### config.mk
export PLATFORM = sky130hd
export DESIGN_NAME = palette_gradient_ramp
export DESIGN_NICKNAME = d
export VERILOG_FILES = /design/src/hw/rtl/pgr_pkg.sv /design/src/hw/rtl/pgr_chan.sv /design/src/hw/rtl/palette_gradient_ramp.sv
export SDC_FILE = /design/constraint.sdc
export NUM_CORES = 1
export LEC_CHECK = 0
export BUFFER_PORTS_ARGS = -buffer_cell sky130_fd_sc_hd__buf_2
export CELL_PAD_IN_SITES_DETAIL_PLACEMENT = 1
export CELL_PAD_IN_SITES_GLOBAL_PLACEMENT = 2
export CORE_MARGIN = 10
export CORE_UTILIZATION = 30
export CTS_BUF_LIST = sky130_fd_sc_hd__clkbuf_4 sky130_fd_sc_hd__clkbuf_8
export DETAILED_ROUTE_END_ITERATION = 10
export GPL_TIMING_DRIVEN = 0
export PLACE_DENSITY_LB_ADDON = 0.08
export SETUP_SLACK_MARGIN = 0.5
export SYNTH_ARGS = -nofsm -noshare
export SYNTH_HDL_FRONTEND = slang
export SYNTH_SLANG_ARGS = --single-unit
### constraint.sdc
create_clock -name clk -period 9.8 [get_ports clk]
set_input_delay 1.47 -clock clk [delete_from_list [all_inputs] [get_ports clk]]
set_output_delay 1.47 -clock clk [all_outputs]
set_load 0.02 [all_outputs]
### src/hw/rtl/pgr_pkg.sv
// Shared types and constants for the palette gradient ramp.
// Used by pgr_chan and palette_gradient_ramp; no dependencies.
package pgr_pkg;

  typedef enum logic [1:0] {
    ST_IDLE,
    ST_DIV,
    ST_ADD
  } pgr_state_t;

  // sequencer strobes shared by the three colour channels
  typedef struct packed {
    logic load;
    logic div_step;
    logic add_step;
    logic add_first;
  } pgr_ctrl_t;

  localparam int CHAN_W = 8;
  localparam int CFG_IDX_W = 3;

  localparam logic [CFG_IDX_W-1:0] REG_FIRST_INDEX = 3'd0;
  localparam logic [CFG_IDX_W-1:0] REG_LAST_INDEX  = 3'd1;
  localparam logic [CFG_IDX_W-1:0] REG_START_RED   = 3'd2;
  localparam logic [CFG_IDX_W-1:0] REG_START_GREEN = 3'd3;
  localparam logic [CFG_IDX_W-1:0] REG_START_BLUE  = 3'd4;
  localparam logic [CFG_IDX_W-1:0] REG_END_RED     = 3'd5;
  localparam logic [CFG_IDX_W-1:0] REG_END_GREEN   = 3'd6;
  localparam logic [CFG_IDX_W-1:0] REG_END_BLUE    = 3'd7;

endpackage

### src/hw/rtl/pgr_chan.sv
// One colour channel of the ramp: bit-serial step divider and bit-serial accumulator.
// Depends on pgr_pkg; driven by the sequencer in palette_gradient_ramp.
module pgr_chan
  import pgr_pkg::*;
#(
  parameter int FRAC_BITS = 16
) (
  input  logic              clk,
  input  pgr_ctrl_t         ctrl,
  input  logic [CHAN_W-1:0] from_c,
  input  logic [CHAN_W-1:0] to_c,
  input  logic [CHAN_W-1:0] span,
  output logic [CHAN_W-1:0] colour
);

  localparam int W = CHAN_W + FRAC_BITS;

  logic [W-1:0]      acc_r;
  logic [W-1:0]      step_r;   // step magnitude; sign held in neg_r
  logic [W-1:0]      num_r;
  logic [CHAN_W-1:0] rem_r;
  logic              neg_r;
  logic              carry_r;

  logic [CHAN_W-1:0] mag;
  logic [CHAN_W:0]   trial;
  logic [CHAN_W:0]   trial_sub;
  logic              ge;
  logic              b_bit;
  logic              c_in;
  logic              s_bit;
  logic              c_out;

  always_comb begin
    mag       = (to_c < from_c) ? (from_c - to_c) : (to_c - from_c);
    trial     = {rem_r, num_r[W-1]};
    trial_sub = trial - {1'b0, span};
    ge        = (trial >= {1'b0, span});
    // subtract as add of the inverted magnitude with carry-in of one
    b_bit     = step_r[0] ^ neg_r;
    c_in      = ctrl.add_first ? neg_r : carry_r;
    s_bit     = acc_r[0] ^ b_bit ^ c_in;
    c_out     = (acc_r[0] & b_bit) | (acc_r[0] & c_in) | (b_bit & c_in);
  end

  always_ff @(posedge clk) begin
    if (ctrl.load) begin
      acc_r  <= {from_c, {FRAC_BITS{1'b0}}};
      num_r  <= {mag, {FRAC_BITS{1'b0}}};
      rem_r  <= '0;
      neg_r  <= (to_c < from_c);
      step_r <= '0;
    end else if (ctrl.div_step) begin
      num_r  <= {num_r[W-2:0], 1'b0};
      rem_r  <= ge ? trial_sub[CHAN_W-1:0] : trial[CHAN_W-1:0];
      step_r <= {step_r[W-2:0], ge};
    end else if (ctrl.add_step) begin
      acc_r   <= {s_bit, acc_r[W-1:1]};
      step_r  <= {step_r[0], step_r[W-1:1]};
      carry_r <= c_out;
    end
  end

  assign colour = acc_r[W-1 -: CHAN_W];

endmodule

### src/hw/rtl/palette_gradient_ramp.sv
// Top level of the palette gradient ramp: config registers, sequencer, output register.
// Depends on pgr_pkg and pgr_chan.
//
// Usage: write the end indices and end colours on the cfg channel (index 0..7,
// one 8-bit word each), then send words on the in_ channel. A word with
// in_tdata[0] set starts a new ramp and yields its first entry; a clear bit
// yields the next entry. With no ramp running a clear word yields nothing.
// Each result word carries index and RGB in out_tdata, the entry-zero
// transparency flag in out_tuser and the final entry of the ramp on out_tlast.
// The result sits in an output register in the cycle after acceptance.
// With W = 8 + FRAC_BITS (24 by default): a restart word over more than one
// entry holds in_tready low through bit-serial step division over W bits, one
// quotient bit a cycle for all three channels at once, then a bit-serial W-bit
// accumulator add; a continuing word through the serial add only; a word that
// ends the ramp, finds no ramp or restarts a single-entry range not at all.
// A stalled receiver holds the result; a new word is taken only once the
// output register is free or being emptied. Reset clears the sequencer and
// the ramp, and loads the config defaults (ramp 0..255, black to white).
module palette_gradient_ramp
  import pgr_pkg::*;
#(
  parameter int FRAC_BITS = 16
) (
  input  logic                 clk,
  input  logic                 rst_n,
  // config write channel
  input  logic                 cfg_valid,
  output logic                 cfg_ready,
  input  logic [CFG_IDX_W-1:0] cfg_index,
  input  logic [CHAN_W-1:0]    cfg_data,
  // input words
  input  logic                 in_tvalid,
  output logic                 in_tready,
  input  logic [7:0]           in_tdata,   // [0] restart, [7:1] zero
  // result words
  output logic                 out_tvalid,
  input  logic                 out_tready,
  output logic [31:0]          out_tdata,  // [7:0] entry_index, [15:8] red,
                                           // [23:16] green, [31:24] blue
  output logic                 out_tuser,  // [0] transparent
  output logic                 out_tlast   // last_entry
);

  localparam int W  = CHAN_W + FRAC_BITS;
  localparam int CW = $clog2(W);
  localparam logic [CW-1:0] CNT_LAST = CW'(W - 1);

  pgr_state_t state_r, state_nxt;
  pgr_ctrl_t  ctrl;

  logic [CW-1:0]     cnt_r;
  logic              active_r;
  logic [CHAN_W-1:0] cur_r, fin_r, span_r;

  logic [CHAN_W-1:0] first_r, last_r;
  logic [CHAN_W-1:0] s_red_r, s_green_r, s_blue_r;
  logic [CHAN_W-1:0] e_red_r, e_green_r, e_blue_r;

  logic              out_valid_r;
  logic [CHAN_W-1:0] out_idx_r, out_red_r, out_green_r, out_blue_r;
  logic              out_transp_r, out_last_r;

  logic              swap;
  logic [CHAN_W-1:0] lo, hi;
  logic [CHAN_W-1:0] r0, g0, b0, r1, g1, b1;
  logic [CHAN_W-1:0] col_red, col_green, col_blue;
  logic              accept, restart, emit, cont;

  // ---------------------------------------------------------------- config
  assign cfg_ready = 1'b1;

  always_ff @(posedge clk) begin
    if (!rst_n) begin
      first_r   <= '0;
      last_r    <= '1;
      s_red_r   <= '0;
      s_green_r <= '0;
      s_blue_r  <= '0;
      e_red_r   <= '1;
      e_green_r <= '1;
      e_blue_r  <= '1;
    end else if (cfg_valid && cfg_ready) begin
      unique case (cfg_index)
        REG_FIRST_INDEX: first_r   <= cfg_data;
        REG_LAST_INDEX:  last_r    <= cfg_data;
        REG_START_RED:   s_red_r   <= cfg_data;
        REG_START_GREEN: s_green_r <= cfg_data;
        REG_START_BLUE:  s_blue_r  <= cfg_data;
        REG_END_RED:     e_red_r   <= cfg_data;
        REG_END_GREEN:   e_green_r <= cfg_data;
        REG_END_BLUE:    e_blue_r  <= cfg_data;
        default: ;
      endcase
    end
  end

  // reversed range runs from the end colour back to the start colour
  always_comb begin
    swap = first_r > last_r;
    lo   = swap ? last_r    : first_r;
    hi   = swap ? first_r   : last_r;
    r0   = swap ? e_red_r   : s_red_r;
    g0   = swap ? e_green_r : s_green_r;
    b0   = swap ? e_blue_r  : s_blue_r;
    r1   = swap ? s_red_r   : e_red_r;
    g1   = swap ? s_green_r : e_green_r;
    b1   = swap ? s_blue_r  : e_blue_r;
  end

  // ---------------------------------------------------------------- handshake
  assign in_tready = (state_r == ST_IDLE) && (!out_valid_r || out_tready);
  assign accept    = in_tvalid && in_tready;
  assign restart   = in_tdata[0];
  assign emit      = accept && (restart || active_r);
  assign cont      = accept && !restart && active_r && (cur_r != fin_r);

  // ---------------------------------------------------------------- sequencer
  always_comb begin
    state_nxt = state_r;
    unique case (state_r)
      ST_IDLE: begin
        if (accept && restart && (lo != hi)) state_nxt = ST_DIV;
        else if (cont)                       state_nxt = ST_ADD;
      end
      ST_DIV: begin
        if (cnt_r == CNT_LAST) state_nxt = ST_ADD;
      end
      ST_ADD: begin
        if (cnt_r == CNT_LAST) state_nxt = ST_IDLE;
      end
      default: state_nxt = ST_IDLE;
    endcase
  end

  always_comb begin
    ctrl.load      = accept && restart;
    ctrl.div_step  = (state_r == ST_DIV);
    ctrl.add_step  = (state_r == ST_ADD);
    ctrl.add_first = (state_r == ST_ADD) && (cnt_r == '0);
  end

  always_ff @(posedge clk) begin
    if (!rst_n) begin
      state_r     <= ST_IDLE;
      cnt_r       <= '0;
      active_r    <= 1'b0;
      cur_r       <= '0;
      fin_r       <= '0;
      out_valid_r <= 1'b0;
    end else begin
      state_r <= state_nxt;
      if (state_r != ST_IDLE) cnt_r <= (cnt_r == CNT_LAST) ? '0 : cnt_r + 1'b1;
      else                    cnt_r <= '0;

      // cur_r is the entry the next continuing word emits
      if (accept && restart) begin
        active_r <= (lo != hi);
        cur_r    <= lo + 1'b1;
        fin_r    <= hi;
      end else if (accept && active_r) begin
        if (cur_r == fin_r) active_r <= 1'b0;
        else                cur_r    <= cur_r + 1'b1;
      end

      if (emit)            out_valid_r <= 1'b1;
      else if (out_tready) out_valid_r <= 1'b0;
    end
  end

  always_ff @(posedge clk) begin
    if (accept && restart) span_r <= hi - lo;
    if (emit) begin
      if (restart) begin
        out_idx_r    <= lo;
        out_red_r    <= r0;
        out_green_r  <= g0;
        out_blue_r   <= b0;
        out_transp_r <= (lo == '0);
        out_last_r   <= (lo == hi);
      end else begin
        out_idx_r    <= cur_r;
        out_red_r    <= col_red;
        out_green_r  <= col_green;
        out_blue_r   <= col_blue;
        out_transp_r <= (cur_r == '0);
        out_last_r   <= (cur_r == fin_r);
      end
    end
  end

  // ---------------------------------------------------------------- channels
  pgr_chan #(.FRAC_BITS(FRAC_BITS)) u_red (
    .clk(clk), .ctrl(ctrl), .from_c(r0), .to_c(r1), .span(span_r), .colour(col_red)
  );
  pgr_chan #(.FRAC_BITS(FRAC_BITS)) u_green (
    .clk(clk), .ctrl(ctrl), .from_c(g0), .to_c(g1), .span(span_r), .colour(col_green)
  );
  pgr_chan #(.FRAC_BITS(FRAC_BITS)) u_blue (
    .clk(clk), .ctrl(ctrl), .from_c(b0), .to_c(b1), .span(span_r), .colour(col_blue)
  );

  assign out_tvalid = out_valid_r;
  assign out_tdata  = {out_blue_r, out_green_r, out_red_r, out_idx_r};
  assign out_tuser  = out_transp_r;
  assign out_tlast  = out_last_r;

  // ---------------------------------------------------------------- checks
  a_div_to_add: assert property (@(posedge clk) disable iff (!rst_n)
    (state_r == ST_DIV && cnt_r == CNT_LAST) |=> (state_r == ST_ADD))
    else $error("divide phase did not hand over to add phase");

  a_cont_adds: assert property (@(posedge clk) disable iff (!rst_n)
    cont |=> (state_r == ST_ADD && cur_r == CHAN_W'($past(cur_r) + 1'b1)))
    else $error("continuing word did not advance the ramp");

  a_in_range: assert property (@(posedge clk) disable iff (!rst_n)
    active_r |-> (cur_r <= fin_r))
    else $error("ramp entry ran past the final entry");

  a_emit: assert property (@(posedge clk) disable iff (!rst_n)
    emit |=> out_valid_r)
    else $error("result word lost");

endmodule
=== Yosys cells after proc, flatten, opt, wreduce, memory -nomap -nowiden ===
Cells that the tools add are included.

* Flip-flop bits (word level): 329
* Output and inout bits: 37

* $add $sub $neg: 13
* Order comparisons: 7
* Equal/unequal tests: 19
* Muxes and demuxes: 57
* Bitwise logic cells: 28
* Reduce and logical (&&, ||, !) cells: 41

{| class="wikitable"
|+ Operators by type and width
! kind !! count
|-
| 2-to-1 mux 24 bit || 21
|-
| 2-to-1 mux 8 bit || 21
|-
| subtractor 8 bit || 10
|-
| greater-or-equal comparator 9 x 8 -> 1 bit || 3
|-
| less-than comparator 8 bit || 3
|-
| AND reduction 2 bit || 12
|-
| adder 8 x 1 -> 8 bit (second input constant) || 2
|-
| == test 8 bit || 2
|-
| zero test 8 bit || 2
|-
| != test 8 bit || 2
|-
| nonzero test 2 bit || 7
|-
| == test 3 bit (second input constant) || 4
|-
| logical AND 1 bit || 10
|-
| 2-to-1 mux 1 bit || 10
|-
| AND 1 bit || 9
|-
| XOR 1 bit || 9
|-
| greater-than comparator 8 bit || 1
|-
| 2-to-1 mux 2 bit || 4
|-
| == test 3 x 2 -> 1 bit (second input constant) || 2
|-
| != test 2 x 1 -> 1 bit (second input constant) || 3
|-
| OR 1 bit || 6
|-
| one-hot mux 2 bit (3 select lines) || 1
|-
| AND reduction 3 bit || 2
|-
| adder 5 x 1 -> 5 bit (second input constant) || 1
|-
| other kinds (13) || 18
|}

=== Depth between registers and ports, before layout ===
* Depth after elaboration: 10
* Gate-level depth with buffers: 26
* Gate-level depth less buffers: 21

=== By module ===
Synthesis repeated with hierarchy kept, for this count alone.

* Cell total of the unflattened synthesis: 2228
* Area, all modules: 18373.9 µm²

{| class="wikitable"
|+ By module, submodules not included
! module !! instances !! cells each !! area an instance (µm²)
|-
| pgr_chan (u_green ...) || 2 || 466 || 3936.3
|-
| palette_gradient_ramp || 1 || 839 || 6606.3
|-
| pgr_chan (u_blue) || 1 || 457 || 3895.0
|}

=== Least setup slack after synthesis ===
OpenSTA, ideal clock, no wires.

* Path type: reg-to-reg
* Start point: reg last_r[5]
* End point: reg u_green.num_r[19], data pin
* Arrival: 4556 ps
* Required time: 9536 ps
* Path slack: 4980 ps
* Stages on the path, launching flop included: 25
* Buffers on the path: 5
* Clock period less this slack: 4820 ps
* Cells stage by stage: dfxtp_1 -> inv_1 -> ha_1 -> nand4_2 -> nor2_4 -> nor2_1 -> nor2_1 -> buf_2 -> buf_6 -> buf_6 -> buf_4 -> buf_2 -> nand2_1 -> nor2_1 -> a21oi_1 -> ha_1 -> or3_1 -> nor3_1 -> nor4_2 -> o41ai_4 -> o21ai_4 -> xnor2_4 -> mux2i_1 -> xor2_1 -> o21ai_1

* Cells in the longest elaborated chain, start to end: 5
* Elaborated cells on any way between the ends: 8
* Classes of those cells: add/sub: 2; order compare: 2; mux: 4

{| class="wikitable"
|+ Ends and longest elaborated chain
! what !! RTL line !! text
|-
| start: declaration || palette_gradient_ramp.sv:55 || <nowiki>logic [CHAN_W-1:0] first_r, last_r;</nowiki>
|-
| start signal: assignment || palette_gradient_ramp.sv:85 || <nowiki>REG_LAST_INDEX: last_r <= cfg_data;</nowiki>
|-
| greater-than comparator 8 bit (*) || palette_gradient_ramp.sv:99 || <nowiki>swap = first_r > last_r;</nowiki>
|-
| 2-to-1 mux 8 bit (on tied branches) || palette_gradient_ramp.sv:106, palette_gradient_ramp.sv:103 ||
|-
| subtractor 8 bit or less-than comparator 8 bit (tied branches) || pgr_chan.sv:35 || <nowiki>mag = (to_c < from_c) ? (from_c - to_c) : (to_c - from_c);</nowiki>
|-
| 2-to-1 mux 8 bit (*) || pgr_chan.sv:35 ||
|-
| 2-to-1 mux 24 bit (*) || pgr_chan.sv:47 || <nowiki>if (ctrl.load) begin</nowiki>
|-
| end signal: assignment || pgr_chan.sv:49 || <nowiki>num_r <= {mag, {FRAC_BITS{1'b0}}};</nowiki>
|-
| end signal: assignment || pgr_chan.sv:54 || <nowiki>num_r <= {num_r[W-2:0], 1'b0};</nowiki>
|-
| end: declaration || pgr_chan.sv:20 || <nowiki>logic [W-1:0] num_r;</nowiki>
|}

Mark *: on every way between the ends. The rest lies on a longest branch, timed or not.
A chain may end at the register's enable or synchronous reset.

=== Worst setup path in the final report ===
* Start point: reg last_r[5]
* End point: reg u_red.num_r[23], data pin

* Cells in the longest elaborated chain, start to end: 5
* Elaborated cells on any way between the ends: 8
* Classes of those cells: add/sub: 2; order compare: 2; mux: 4

{| class="wikitable"
|+ Ends and longest elaborated chain
! what !! RTL line
|-
| greater-than comparator 8 bit (*) || palette_gradient_ramp.sv:99
|-
| 2-to-1 mux 8 bit (on tied branches) || palette_gradient_ramp.sv:105, palette_gradient_ramp.sv:102
|-
| subtractor 8 bit or less-than comparator 8 bit (tied branches) || pgr_chan.sv:35
|-
| 2-to-1 mux 8 bit (*) || pgr_chan.sv:35
|-
| 2-to-1 mux 24 bit (*) || pgr_chan.sv:47
|-
| end signal: assignment || pgr_chan.sv:49
|-
| end signal: assignment || pgr_chan.sv:54
|-
| end: declaration || pgr_chan.sv:20
|}

Marked as above.

==> impl_results.md <==
* P per Cell Area at 247 mW/mm^2
* Layout cells sized above 1 at 9.19%
* Post-synthesis cell type count at 94
* Setup TNS at 0 ns
* Max clock buf depth at 3
* Final HPWL DP at 54,600 um
* Post-synth EDFFs at 96
* Fmax at 141 MHz
* # hold bufs at CTS at 0
* Internal power at 3.28 mW
* Port bufs at 40
* Clock period minus worst slack at 7.10 ns
* Post-CTS Resized at 0
* # DRC at 0
* Critical Path Start Type: register
* Final WL at 73,100 um
* GRT Residual Overflow at 0
* Max-cap violations at 0
* Setup Buffers After CTS at 0
* CP arrival at 7.46 ns
* Die area at 0.0727 mm^2
* Initial drt markers at 1,030
* Final Hold Vio Count at 0
* RSZ-0062 raised after global routing: no
* Most frequent cells in the layout: 309 x nor2_1, 269 x nand2_1, 233 x dfxtp_1
* Ys flop type: dfxtp_1
* Mapped Nets at 2,288
* Row count at 91
* Commonest non-fill, non-tap cell in the layout: nor2_1
* Final Slew Violations at 0
* Vias in the first global route at 17,400
* Total track usage at 19.6%
* Synth area leaders: dfxtp_1 25%, edfxtp_1 15%, mux2i_1 8.6%
* Initial Util at 30.3%
* Crit-path max FO at 10
* Critical path data required time at 10.17 ns
* Period utilization at 72.4%
* Vias at 16,900
* Worst Hold Class: register to register
* Clk_skew at 0.0342 ns
* Root buf cell: clkbuf_8
* Final setup violation count at 0
* Max VDD drop at 0.0849 mV
* Least-Margin Pin Slew at 1.36 ns
* Clk_lat worst skew at 0.66 ns
* Die height at 270 um
* Psw at 1.99 mW
* Nets at 2,400
* Kind of critical path: register to register
* Routed len/inst at 22.7 um
* Post-synth top area share at 25.0%
* Slew margin rel. at 9.31%
* Global-route wire length before repair at 110,000 um
* Clock-pin slew on the worst setup and hold paths at 0.06 ns
* Sequential share of the synthesized area at 40.4%
* CTS sink cnt at 329
* CTS buffer count at 68
* Final core utilization at 34.6%
* Clock network power share at 28.5%
* Sw Share at 37.8%
* RD Place Congestion at 0.861
* Placeable core area at 0.0617 mm^2
* Area leader, netlist: dfxtp_1
* Io pins at 61
* Status: completed
* Area grow syn2layout at 14.3%
* Routed Antenna Nets at 0
* Max H-tree Level at 3
* Seq cells post-synth at 329
* Async SR Flop Fraction at 0%
* Flop pwr share at 38.4%
* Via density at 5.25
* Crit. End Element: register
* Leak pwr at 7.93 nW
* Synth Cell Area at 0.0187 mm^2
* Syn Area/Cell at 8.45 um^2
* Pre-antenna DRT Iters at 5
* Synth warn at 0
* Combinational share of power at 33.1%
* Die span in x at 270 um
* CTS tree: yes
* Initial antenna violation count at 5
* Largest net degree at the start of global routing at 25
* Gate Count Post-Synth at 2,212
## power by group through the flow
stage | logic (mW) | clock network, mW | registers [mW]
global route | 1.96 | 1.63 | 2.07
CTS | 1.77 | 1.56 | 2.03
detailed placement | 1.76 | 0 | 2.05
global placement | 1.70 | 0 | 2.05
finish | 1.75 | 1.50 | 2.02
floorplan | 1.23 | 0 | 2.00
## metal layers
layer / GRT usage [%] / vias up / share of wire, % / wire [um]
met5: 0 / - / 0 / 0
met2: 32.8 / 329 / 48 / 34800
met1: 24.8 / 8301 / 45 / 32700
li1: - / 8126 / - / -
met4: 7.05 / 0 / 3.0 / 2180
met3: 3.50 / 113 / 4.6 / 3370
## logic make-up (layout without fill, tap and decap cells)
logic type	Yosys count	count (layout)	share of synthesized area (%)
xor+xnor	56	56	2.77
buf+inv	219	379	4.76
compound gates	579	579	20.1
fa+ha+maj	56	56	3.94
simple gates	802	802	18.8
mux	170	170	9.19
flops	329	329	40.4
other cells	1	5	0.0201
## sequential cells by signal, indices dropped and copies added (netlist names), 24 cells and up
name and flops:
u_red.step_r 24, u_green.acc_r 24, u_green.step_r 24, u_red.acc_r 24
u_blue.step_r 24, u_blue.acc_r 24
## metrics by stage
step,power [mW],std cells,setup slack (ns),instance area (um^2),hold slack [ns]
floorplan,3.23,2212,4.98,18700,0.430
global placement,3.75,3089,2.62,19900,0.441
detailed placement,3.81,3091,2.69,20000,0.464
CTS,5.35,3209,2.65,21300,0.475
global route,5.66,3210,2.29,21300,0.500
finish,5.27,3213,2.70,21400,0.469
## worst max-delay path, stage by stage, from the launching register on
cell      delay (ns)
dfxtp_1         0.39
inv_1           0.10
ha_1            0.41
nand4_2         0.27
nor2_4          0.31
nor2_1          0.11
nor2_1          0.57
buf_2           0.50
buf_6           0.26
buf_6           0.21
buf_4           0.25
buf_2           0.33
buf_2           0.35
nor2_1          0.08
a21oi_1         0.17
ha_1            0.24
nand2b_1        0.17
nand2_1         0.06
a21oi_1         0.15
a21oi_1         0.07
o311a_1         0.44
o21ai_2         0.35
inv_2           0.21
a21oi_1         0.16
a31oi_1         0.13
xnor2_1         0.17
mux2_2          0.33
## synthesized netlist by cell type, drive strengths merged (21+ instances only)
cell type / number
a211oi: 106
nand2: 271
o21ai: 124
nor2: 311
nand2b: 40
a21oi: 179
ha: 46
buf: 28
nor3: 41
o211ai: 34
nor2b: 40
clkbuf: 136
edfxtp: 96
mux2i: 161
inv: 53
xor2: 35
nand3: 37
dfxtp: 233
xnor2: 21
## worst paths after layout
kind	startpoint	end	slack [ns]	depth (start not counted)
max	last_r[5]	u_red.num_r[23]	2.70	26
min	cnt_r[0]	cnt_r[0]	0.47	1
max reg2reg	last_r[5]	u_red.num_r[23]	2.70	26
min reg2reg	cnt_r[0]	cnt_r[0]	0.47	1
## cell type report
cell class                      count  area (um^2)
Buffer                            164          683
Timing Repair Buffer               42          235
Inverter                           55          206
Clock buffer                      106         1290
Antenna cell                        4         10.0
Tap cell                          837         1050
Sequential cell                   329         7550
Clock inverter                     12         87.6
Fill cell                        7363        40400
Multi-Input combinational cell   1664        10200
Note: power is estimated with default switching activity, not from simulation.
